===== config.mk =====
export PLATFORM = sky130hd
export DESIGN_NAME = fba_div
export DESIGN_NICKNAME = d
export VERILOG_FILES = /design/src/rtl/fba_pkg.sv /design/src/rtl/fba_div.sv
export SDC_FILE = /design/constraint.sdc
export NUM_CORES = 1
export LEC_CHECK = 0
export BUFFER_PORTS_ARGS = -buffer_cell sky130_fd_sc_hd__buf_4
export CORE_ASPECT_RATIO = 0.6
export CORE_MARGIN = 1.5
export CORE_UTILIZATION = 42
export CTS_CLUSTER_SIZE = 10
export DETAILED_ROUTE_END_ITERATION = 8
export SLEW_MARGIN = 0
export SYNTH_ARGS = -nofsm -noshare
export SYNTH_HDL_FRONTEND = slang
export SYNTH_SLANG_ARGS = --single-unit
export TNS_END_PERCENT = 20

===== constraint.sdc =====
create_clock -name clock -period 14 [get_ports clock]
set_input_delay 0 -clock clock [delete_from_list [all_inputs] [get_ports clock]]
set_output_delay 0 -clock clock [all_outputs]
set_load 0.02 [all_outputs]

===== src/rtl/fba_pkg.sv =====
package fba_pkg;

   localparam int unsigned ADDR_W    = 32;
   localparam int unsigned BSIZE_W   = 17;
   localparam int unsigned CNT_W     = 11;
   localparam int unsigned PROD_W    = BSIZE_W + CNT_W;
   localparam int unsigned CSR_IDX_W = 2;

   localparam logic [CSR_IDX_W-1:0] CSR_BASE  = 2'd0;
   localparam logic [CSR_IDX_W-1:0] CSR_BSIZE = 2'd1;
   localparam logic [CSR_IDX_W-1:0] CSR_CAP   = 2'd2;

   localparam logic [2:0] ST_OK       = 3'd0;
   localparam logic [2:0] ST_EMPTY    = 3'd1;
   localparam logic [2:0] ST_NULL     = 3'd2;
   localparam logic [2:0] ST_INVALID  = 3'd3;
   localparam logic [2:0] ST_OVERFLOW = 3'd4;

   localparam logic [ADDR_W-1:0]  BASE_RESET  = 32'd4096;
   localparam logic [BSIZE_W-1:0] BSIZE_RESET = 17'd64;
   localparam int unsigned        CAP_RESET   = 1024;

   typedef struct packed {
      logic pop;
      logic push;
      logic refill;
   } stk_cmd_type;

endpackage


===== src/rtl/fba_div.sv =====
module fba_div
   import fba_pkg::*;
(
   input  logic               clock,
   input  logic               reset,
   input  logic               start,
   input  logic [ADDR_W-1:0]  dividend,
   input  logic [BSIZE_W-1:0] divisor,
   output logic               done,
   output logic [CNT_W-1:0]   quotient,
   output logic               rem_zero
);

   localparam int unsigned DSR_W  = BSIZE_W + CNT_W - 1;
   localparam int unsigned STEP_W = $clog2(CNT_W + 1);

   logic [ADDR_W-1:0] rem_ff, rem_in;
   logic [DSR_W-1:0]  dsr_ff, dsr_in;
   logic [CNT_W-1:0]  quo_ff, quo_in;
   logic [STEP_W-1:0] step_ff, step_in;
   logic              busy_ff, busy_in;
   logic              done_ff, done_in;

   // Restoring division, one quotient bit per cycle. The caller guarantees
   // dividend < divisor * 2^CNT_W, so CNT_W quotient bits suffice.
   always_comb begin
      rem_in  = rem_ff;
      dsr_in  = dsr_ff;
      quo_in  = quo_ff;
      step_in = step_ff;
      busy_in = busy_ff;
      done_in = 1'b0;
      if (start) begin
         rem_in  = dividend;
         dsr_in  = DSR_W'(divisor) << (CNT_W - 1);
         quo_in  = '0;
         step_in = STEP_W'(CNT_W);
         busy_in = 1'b1;
      end else if (busy_ff) begin
         if (rem_ff >= ADDR_W'(dsr_ff)) begin
            rem_in = rem_ff - ADDR_W'(dsr_ff);
            quo_in = {quo_ff[CNT_W-2:0], 1'b1};
         end else begin
            quo_in = {quo_ff[CNT_W-2:0], 1'b0};
         end
         dsr_in  = dsr_ff >> 1;
         step_in = step_ff - STEP_W'(1);
         if (step_ff == STEP_W'(1)) begin
            busy_in = 1'b0;
            done_in = 1'b1;
         end
      end
   end

   always_ff @(posedge clock) begin
      if (reset) begin
         busy_ff <= 1'b0;
         done_ff <= 1'b0;
         step_ff <= '0;
      end else begin
         busy_ff <= busy_in;
         done_ff <= done_in;
         step_ff <= step_in;
      end
      rem_ff <= rem_in;
      dsr_ff <= dsr_in;
      quo_ff <= quo_in;
   end

   assign done     = done_ff;
   assign quotient = quo_ff;
   assign rem_zero = (rem_ff == '0);

endmodule


# Word-level counts from Yosys, hierarchy flattened
# Cells that the tools add are included.
[word_totals] regBits=76 latch_bits=0 ram_bits=0 romBits=0 in_bits=52 output_inout_bits=13 word_cells=31 n_memories=0
[op_classes] n_addsub=2 multipliers=0 div=0 n_lt_le_gt_ge=1 n_eq_ne=1 n_shift=0 n_mux=12 bitwise_logic=1 reduce_logical=6
[op_table] operator="32-bit two-way mux" count=3
[op_table] operator="27-bit two-way mux" count=2
[op_table] operator="32-bit by 27-bit greater-or-equal comparator with 1-bit output" count=1
[op_table] operator="32-bit logical NOT" count=1
[op_table] operator="32-bit by 27-bit subtractor with 32-bit output" count=1
[op_table] operator="4-bit two-way mux" count=2
[op_table] operator="1-bit two-way mux" count=5
[op_table] operator="4-bit by 1-bit equality test with 1-bit output (second input constant)" count=1
[op_table] operator="2-bit nonzero test" count=2
[op_table] operator="4-bit by 1-bit subtractor with 4-bit output (second input constant)" count=1
[op_table] operator="3-bit OR reduction" count=1
[op_table] operator="2-bit AND reduction" count=1
[op_table] operator="2-bit OR reduction" count=1
[op_table] operator="1-bit NOT" count=1

# Logic depth before layout (Yosys ltp)
# Gate-level depths: netlist of the first run.
[logic_depth] depth_word=4 mapped_depth=11 depth_no_buf=11

# Worst setup path before layout of the first run
# OpenSTA, ideal clock, no wires.
[synth_timing] kind="register -> register" from="reg rem_ff[0]" to="reg rem_ff[0], enable pin" setup_ps=466 arrival_time_ps=4157 t_required_ps=13534 setup_slack_ps=9377 path_stages_with_launch=12 path_buffers=0 period_less_slack_ps=4623 cell_sequence="edfxtp_1 -> inv_1 -> ha_1 -> inv_1 -> fa_1 -> a21o_1 -> a221o_1 -> a2111oi_4 -> nor2_2 -> o211ai_1 -> and3_1 -> o21ai_0"
[synth_via] elab_chain_len=3
[synth_rtl] element="start: declaration" line="fba_div.sv:17" rtl="logic [ADDR_W-1:0] rem_ff, rem_in;"
[synth_rtl] element="start signal: assignment" line="fba_div.sv:65" rtl="rem_ff <= rem_in;"
[synth_rtl] element="32-bit by 27-bit greater-or-equal comparator with 1-bit output" line="fba_div.sv:40" rtl="if (rem_ff >= ADDR_W'(dsr_ff)) begin"
[synth_rtl] element="2-bit nonzero test (no source line)"
[synth_rtl] element="2-bit AND reduction (no source line)"
# No other way between the ends.
# A chain may end at the register's enable or synchronous reset.

# Worst setup path in the final report of the first run
# Same ends and word-level chain as after synthesis.

==> results of run 1 <==
layout make-up:
type / count / area (um^2) / share of cell area
Multi-Input combinational cell: 410 / 2626 / 0.4200
Sequential cell: 76 / 2013 / 0.3219
Timing Repair Buffer: 114 / 975.9 / 0.1561
Clock buffer: 11 / 257.7 / 0.04122
Tap cell: 160 / 200.2 / 0.03201
Inverter: 37 / 138.9 / 0.02221
Clock inverter: 5 / 41.29 / 0.006603
metrics by stage:
step	cells	total power, uW	setup slack, ns
after floorplan	548	600.9	9.377
after global routing	813	1025	10.20
after detailed placement	749	705.9	10.47
after global placement	749	706.6	10.54
after CTS	813	952.6	10.45
final	813	962.2	10.45
routing by layer:
metal,vias to the layer above,part of all wire
met3,10,0.084
met5,-,0
met4,0,0.0070
met1,2041,0.53
li1,2180,-
met2,173,0.38
sequential cells by signal, summed over array words and instances (netlist names):
signal / flops
rem_ff: 32
dsr_ff: 27
quotient: 11
step_ff: 4
busy_ff: 1
done: 1
worst max path at each step:
| stage | from | end | slack (ns) | cells past startpoint |
|---|---|---|---|---|
| final | rem_ff[0] | rem_ff[0] | 10.45 | 12 |
| after global routing | rem_ff[0] | rem_ff[0] | 10.20 | 12 |
| after CTS | rem_ff[0] | rem_ff[0] | 10.45 | 12 |
| after global placement | rem_ff[0] | rem_ff[0] | 10.54 | 12 |
| after detailed placement | rem_ff[0] | rem_ff[0] | 10.47 | 12 |
| after floorplan | rem_ff[0] | rem_ff[0] | 9.38 | 11 |
critical path, cell delays in order (launching register included):
cell       delay, ns
edfxtp_1        0.35
inv_1           0.05
ha_1            0.20
inv_1           0.07
fa_1            0.20
a21o_1          0.14
a221o_1         0.29
a2111oi_4       0.14
nor2_2          0.30
o211ai_1        0.14
and3_1          0.23
o21ai_2         0.67
buf_4           0.42
cell families (layout without fill, tap and decap cells):
kind of cell,after synthesis,count (layout),synth area share
compound gates,152,152,0.1997
xor+xnor,25,25,0.04499
fa+ha+maj,30,30,0.07866
buf+inv,62,167,0.04781
flops,76,76,0.4134
mux,23,23,0.04781
simple gates,180,180,0.1676
timing repair:
action                    4_1_cts  5_1_grt
hold endpoints to repair       53        0
hold buffers                   48        0
buffers inserted                0        0
cells in the mapped netlist, types with 5 or more instances:
cell type  count  area (um^2)
edfxtp_1      49         1471
nor3_1         5        25.02
xor2_1        12        105.1
o21ai_0       52        260.3
and3_1         7        43.79
a21o_1        10        75.07
nor4_1        10        62.56
clkbuf_1      15        56.30
ha_1          29        362.9
a31oi_1        7        43.79
a21oi_1       38        190.2
buf_1         10        37.54
dfxtp_1       27        540.5
nand2_1       78        292.8
nand3_1       10        50.05
a22o_1         6        52.55
mux2i_1       21        210.2
inv_1         37        138.9
xnor2_1       13        113.9
nor2_1        46        172.7
power groups by stage:
| stage | sequential, uW | clock [uW] | combinational, uW |
|---|---|---|---|
| floorplan | 309 | 0 | 292 |
| global placement | 328 | 0 | 379 |
| detailed placement | 327 | 0 | 379 |
| CTS | 324 | 238 | 392 |
| global route | 328 | 249 | 448 |
| finish | 325 | 235 | 402 |
==> flow_summary.toml, run 1 <==
[power]
pwr-share-seq = 0.338
internal_power_uw = 585.7
clkPwrFrac = 0.244
p_sw_uw = 376.5
irDropWorstVdd_mv = 0.07035
p_comb_frac = 0.418
swShare = 0.3913
power.leakage_uw = 0.002552
power.density_nw_per_um2 = 153.9

[timing]
worst_pin_slew_ns = 1.044
rsz0062_at_grt = "false"
setup_violations = 0
max_freq_mhz = 281.9
slew_viol_final = 0
final.min_clock_period_ns = 3.547
finClkSkew_ns = 0.007637
fin_crit_sh = 0.2533
relSlewSlack = 0.3040
whs_ns = 0.04964
setup_tns_ns = 0
hold_viol_final = 0

[logic_synthesis]
syn_area_um2 = 4867
ys.flop_type = "edfxtp_1"
yosys_register_bits = 76
syn-num-nets = 630
synth_edf_count = 49
netlist_instances = 548
synth_cell_type_count = 58
synth_area_per_cell_um2 = 8.882
async_flop_share = 0
yosysSeqAreaShare = 0.4134
yosysWarnings = 0

[place]
dpl_cell_area_um2 = 5474
routabilityCongestion = 0.9237
placement.io_buffers = 64
dp_hpwl_um = 10040

[finish]
layout_common_cells = "78 x nand2_1, 66 x buf_4, 51 x o21ai_0"
fin_util = 0.5535
syn_to_final_growth_pct = 28.48
diodes = 0
num-fill-cells = 1027
nets = 730
layout-drive-gt1-share = 0.1440
layout_commonest_cell = "nand2_1"
design_area_um2 = 6254

[setup_path]
worstPathRequired_ns = 14.02
r2r_slack_ns = 10.45
rr_endpoint = "rem_ff[0]"
crit_fanout = 18
reg2regPathDepth = 12
end_kind = "flop"
worstSetupPathType = "reg -> reg"
r2r_start = "rem_ff[0]"
critPathLaunchType = "flop"
cp.arrival_ns = 3.56

[clock_tree]
cts.sinks = 76
htree_levels = 3
cts-buffers-inserted = 9
clockBufferDepth = 2
insertion_delay_ns = 0.34
cts_root_buf = "clkbuf_16"
clkTransAtPathRegs_ns = 0.06
cts_resized = 0
cts_tree = "built"

[routing]
firstDrtPassIters = 5
drt_wl_total_um = 13980
num_vias = 4404
drc = 0
wl_per_cell_um = 17.19
ant_nets = 0
drtIter0Drc = 439
avgViaCountPerCell = 5.417

[worst_hold_path]
worst_hold_path_type = "in -> reg"
min-delay-start = "dividend[28]"
min_path_cells = 3
holdPathEnd = "rem_ff[28]"

[grt]
met1_usage = 0.3723
antenna_found_initial = 0
grt_busiest_layer = "met1"
grt_first_pass_wirelength_um = 22000
grt_usage = 0.2386
grt_max_degree = 79
use_met2 = 0.3202
grt_overflow = 0
grt_pass1_vias = 4063
met3_usage = 0.07017

[job]
maxCapViolCount = 0

[floorplanning]
num_rows = 30
num_io_pins = 65
core_area_um2 = 11300
die_height_um = 86.39
die_area_um2 = 12260
die_w_um = 142.0
initial_core_util = 0.4308

[status]
status = "finished, final reports clean"
(Power assumes the default switching activity.)
==> run 2, diff against run 1 <==
- clock period: 14 -> 3 ns (I/O delays scaled with it)
==> run 2 against run 1 <==
  * Clock skew rose by 0.0023 ns
  * Die area unchanged
  * Critical path depth stayed put
  * Final area grew 4.1%
  * Power grew to 4.9 times the previous value
  * Routed wire length is 0.56% higher
  * Largest cell class unchanged
  * Cell count up 3.1%
  * Sequential share of layout area shrank 1.3 points
  * Count of clock-buffer cells in the layout increased by 1
  * Critical endpoint is now rem_ff[25]
  * First-iteration DRC count down 24%
==> flow_summary.toml, run 2 (synthesis gave the netlist of run 1 again) <==
[setup_path]
worstPathRequired_ns = 3.10
r2r_start = "rem_ff[0]"
end_kind = "flop"
crit_slowest_cell = "edfxtp_1"
crit_fanout = 15
cp.arrival_ns = 3.07
r2r_slack_ns = 0.03
slowest_delay_ns = 0.39
rr_endpoint = "rem_ff[25]"
worstPathCellList = "inv_1 > ha_2 > inv_2 > fa_2 > a21o_1 > a221o_1 > a2111oi_4 > nor2_2 > o211ai_1 > and3_4 > o21ai_4 > buf_12"
worstSetupPathType = "reg -> reg"
reg2regPathDepth = 12
critPathLaunchType = "flop"

[timing]
hold_viol_final = 0
rsz0062_at_grt = "true"
max_freq_mhz = 337.2
setup_violations = 0
slew_viol_final = 0
finClkSkew_ns = 0.009928
final.min_clock_period_ns = 2.966
fin_crit_sh = 0.9885
setup_tns_ns = 0
relSlewSlack = 0.4873
worst_pin_slew_ns = 0.7691
finalWorstSetupSlack_ns = 0.03446

[grt]
grt_first_pass_wirelength_um = 21980
grt_max_degree = 45
grt_busiest_layer = "met1"
antenna_found_initial = 0
grt_usage = 0.2360
met3_usage = 0.07182
grt_overflow = 0
grt_pass1_vias = 4248
met1_usage = 0.3643
use_met2 = 0.3118

[floorplanning]
die_area_um2 = 12260
num_io_pins = 65
die_w_um = 142.0
die_height_um = 86.39
initial_core_util = 0.4308
core_area_um2 = 11300
num_rows = 30

[clock_tree]
insertion_delay_ns = 0.35
cts.sinks = 76
cts-buffers-inserted = 9
clkTransAtPathRegs_ns = 0.06
cts_root_buf = "clkbuf_16"
htree_levels = 3
clockBufferDepth = 2
cts_tree = "built"

[finish]
layout-drive-gt1-share = 0.1829
syn_to_final_growth_pct = 33.70
nets = 755
diodes = 0
largest_reg_flops = 32
layout_common_cells = "89 x buf_4, 78 x nand2_1, 50 x o21ai_0"
regMostFlops = "rem_ff"
layout_commonest_cell = "buf_4"

[routing]
ant_nets = 0
avgViaCountPerCell = 5.363
drc = 0
firstDrtPassIters = 5
wl_per_cell_um = 16.77
num_vias = 4494
drt_wl_total_um = 14060
drtIter0Drc = 334

[power]
power.leakage_uw = 0.002689
power.density_nw_per_um2 = 724.5
irDropWorstVdd_mv = 0.3302

[worst_hold_path]
holdPathEnd = "rem_ff[21]"
min-delay-start = "dividend[21]"
worst_hold_path_type = "in -> reg"
min_path_cells = 3

[place]
placement.io_buffers = 64
routabilityCongestion = 0.9439
dp_hpwl_um = 10410
dp_slack_ns = -0.05812

[status]
status = "finished, final reports clean"

[job]
maxCapViolCount = 0
-- run 2: changes by cell type in the layout (fill, tap and decap cells not counted), sizes merged --
cell	delta
clkbuf	+1
buf	+25
inv	+1
clkinv	-2
-- run 2: layout make-up --
cell class	instances	area, um^2
clock buffer	12	279.0
clock inverter	4	26.28
fill	1010	4791
inverter	37	138.9
multi-input combinational	410	2661
sequential	76	2013
tap	160	200.2
timing repair buffer	139	1189
-- run 2: critical path, delay by kind of cell, from the launching register on --
| kind | cells | cell delay, ns |
|---|---|---|
| AOI/OAI and AO/OA | 5 | 1.18 |
| adders and majority gates | 2 | 0.52 |
| buffers and inverters | 3 | 0.29 |
| DFF | 1 | 0.39 |
| and+or+nand+nor | 2 | 0.33 |
-- run 2: layer usage --
metal / wire length [um] / part of all wire
met5: 0 / 0
met4: 222 / 0.016
met3: 1138 / 0.081
met2: 5374 / 0.38
met1: 7320 / 0.52
-- run 2: through the flow --
step                      cell area (um^2)  instances  utilization  power (uW)  hold slack [ns]
after global routing                  6507        838       0.5760        4993          0.03839
final                                 6507        838       0.5760        4715          0.03274
after floorplan                       4878        548            -        2810          0.06907
after detailed placement              5672        771       0.5020        3459           0.2106
after global placement                5672        771       0.5020        3439           0.2087
after CTS                             6472        836       0.5729        4650          0.02398
-- run 2: timing repair --
| item | in CTS | in global routing |
|---|---|---|
| endpoints found under the hold margin | 53 | 0 |
| setup buffers | 1 | 2 |
| pin swaps | 0 | 4 |
| resized for setup | 2 | 7 |
| setup endpoints to repair | 37 | 40 |
| hold buffers | 48 | 0 |
-- run 2: power breakdown --
part | internal (uW) | total [uW] | leakage (uW) | switching [uW]
Clock | 664 | 1120 | 0.000154 | 453
Sequential | 1340 | 1490 | 0.000724 | 150
Combinational | 914 | 2110 | 0.00181 | 1190
-- run 2: how the worst max path moves through the flow --
stage | depth (start not counted) | startpoint | endpoint
5_1_grt | 12 | rem_ff[0] | rem_ff[19]
3_3_place_gp | 12 | rem_ff[0] | rem_ff[25]
2_1_floorplan | 11 | rem_ff[0] | rem_ff[0]
4_1_cts | 12 | rem_ff[0] | rem_ff[10]
3_5_place_dp | 12 | rem_ff[0] | rem_ff[25]
6_report | 12 | rem_ff[0] | rem_ff[25]
==> run 3, diff against run 2 <==
- CORE_ASPECT_RATIO: 0.6 -> 1.5
- clock period: 3 -> 3.3 ns (I/O delays scaled with it)
==> run 3 against run 2 <==
  * Count of clock-buffer cells in the layout down 1
  * Final area is 2.6% lower
  * First-iteration DRC count fell by 40%
  * Combinational power shrank 18%
  * Die area about the same
  * Non-clock buffer count fell by 15
  * Cell count fell by 3.0%
  * Register-to-register slack better by 0.11 ns
  * Worst hold slack lost 0.028 ns
  * Clock power is 9.8% lower
  * Core utilization down 2.0 points
  * Via count shrank 1.2%
==> flow_summary.toml, run 3 (synthesis gave the netlist of run 1 again) <==
[routing]
avgViaCountPerCell = 5.461
firstDrtPassIters = 5
drtIter0Drc = 201
wl_per_cell_um = 16.63
drt_wl_total_um = 13520
ant_nets = 0
drc = 0
num_vias = 4440

[finish]
nets = 740
layout_common_cells = "78 x nand2_1, 76 x buf_4, 51 x o21ai_0"
fin_util = 0.5555
syn_to_final_growth_pct = 30.23
layout_commonest_cell = "nand2_1"
largest_reg_flops = 32
num-fill-cells = 1079
instances_no_fill = 813
layout-drive-gt1-share = 0.1614
diodes = 0
regMostFlops = "rem_ff"

[floorplanning]
core_area_um2 = 11410
num_rows = 48
num_io_pins = 65
die_area_um2 = 12260
initial_core_util = 0.4265
die_w_um = 90.90
die_height_um = 134.8

[worst_hold_path]
min_path_cells = 3
min-delay-start = "dividend[30]"
worst_hold_path_type = "in -> reg"
holdPathEnd = "rem_ff[30]"

[timing]
hold_viol_final = 0
fin_crit_sh = 0.9559
setup_violations = 0
max_freq_mhz = 317.0
finClkSkew_ns = 0.007023
finalWorstSetupSlack_ns = 0.1454
relSlewSlack = 0.4785
whs_ns = 0.004704
final.min_clock_period_ns = 3.155
worst_pin_slew_ns = 0.7823
slew_viol_final = 0

[place]
routabilityCongestion = 0.9587
dp_hpwl_um = 10010
placement.io_buffers = 64
dp_cells = 743
dp_slack_ns = 0.1154

[grt]
grt_pass1_vias = 4390
grt_overflow = 0
grt_usage = 0.2228
grt_first_pass_wirelength_um = 21160
antenna_found_initial = 0
grt_max_degree = 87

[clock_tree]
cts_tree = "built"
cts-buffers-inserted = 9
cts.sinks = 76
htree_levels = 3
insertion_delay_ns = 0.34
clkTransAtPathRegs_ns = 0.06
clockBufferDepth = 2
cts_root_buf = "clkbuf_16"

[power]
power.density_nw_per_um2 = 647.5
power.leakage_uw = 0.002612
irDropWorstVdd_mv = 0.2809

[setup_path]
r2r_start = "rem_ff[0]"
critPathLaunchType = "flop"
rr_endpoint = "rem_ff[22]"
crit_fanout = 6
cp.arrival_ns = 3.22
end_kind = "flop"
r2r_slack_ns = 0.15
worstSetupPathType = "reg -> reg"
worstPathRequired_ns = 3.37
reg2regPathDepth = 12

[status]
status = "finished, final reports clean"

[job]
maxCapViolCount = 0
[run 3: repair_timing]
item | in CTS | in global routing
buffers inserted | 0 | 7
resized for setup | 0 | 4
hold buffers | 47 | 0
endpoints found under the hold margin | 52 | 0
endpoints found under the setup margin | 0 | 33
[run 3: worst max-delay path by stage]
stage               from          to  slack [ns]  depth (start not counted)
2_1_floorplan  rem_ff[0]   rem_ff[0]        0.14                         11
3_3_place_gp   rem_ff[0]  rem_ff[10]        0.18                         12
3_5_place_dp   rem_ff[0]   rem_ff[8]        0.12                         12
4_1_cts        rem_ff[0]  rem_ff[18]        0.07                         12
5_1_grt        rem_ff[0]  rem_ff[10]      -0.004                         12
6_report       rem_ff[0]  rem_ff[22]        0.15                         12
[run 3: routing by layer]
layer  vias up  global-route usage  share of wire
met5         -                   0              0
met3        43             0.03604          0.035
li1       2192                   -              -
met2       124              0.3972           0.51
met1      2081              0.2439           0.40
met4         0              0.1432          0.052
[run 3: cell type report]
cell class	instances	area, um^2	share of cell area
Multi-Input combinational cell	410	2635	0.4157
Sequential cell	76	2013	0.3176
Timing Repair Buffer	124	1061	0.1674
Clock buffer	11	264.0	0.04165
Tap cell	150	187.7	0.02961
Inverter	37	138.9	0.02191
Clock inverter	5	38.79	0.006119
[run 3: critical path, cell delays in order, from the launching register on]
cell and delay [ns]:
edfxtp_1 0.39, inv_1 0.07, ha_1 0.16, inv_1 0.06
fa_2 0.35, a21o_1 0.19, a221o_2 0.42, a2111oi_4 0.48
nor2_4 0.08, buf_4 0.16, o211ai_4 0.24, and3_1 0.21
o31ai_2 0.06
[run 3: power breakdown]
part           total, uW  internal [uW]  switching (uW)
clock               1010            584             421
sequential          1360           1220             141
combinational       1740            739            1000
[run 3: metrics by stage]
stage | area, um^2 | total power [uW] | setup TNS, ns
after floorplan | 4871 | 2550 | 0
after CTS | 6277 | 4059 | 0
after detailed placement | 5504 | 2997 | 0
after global routing | 6339 | 4355 | -0.03963
final | 6339 | 4104 | 0
after global placement | 5504 | 2989 | 0
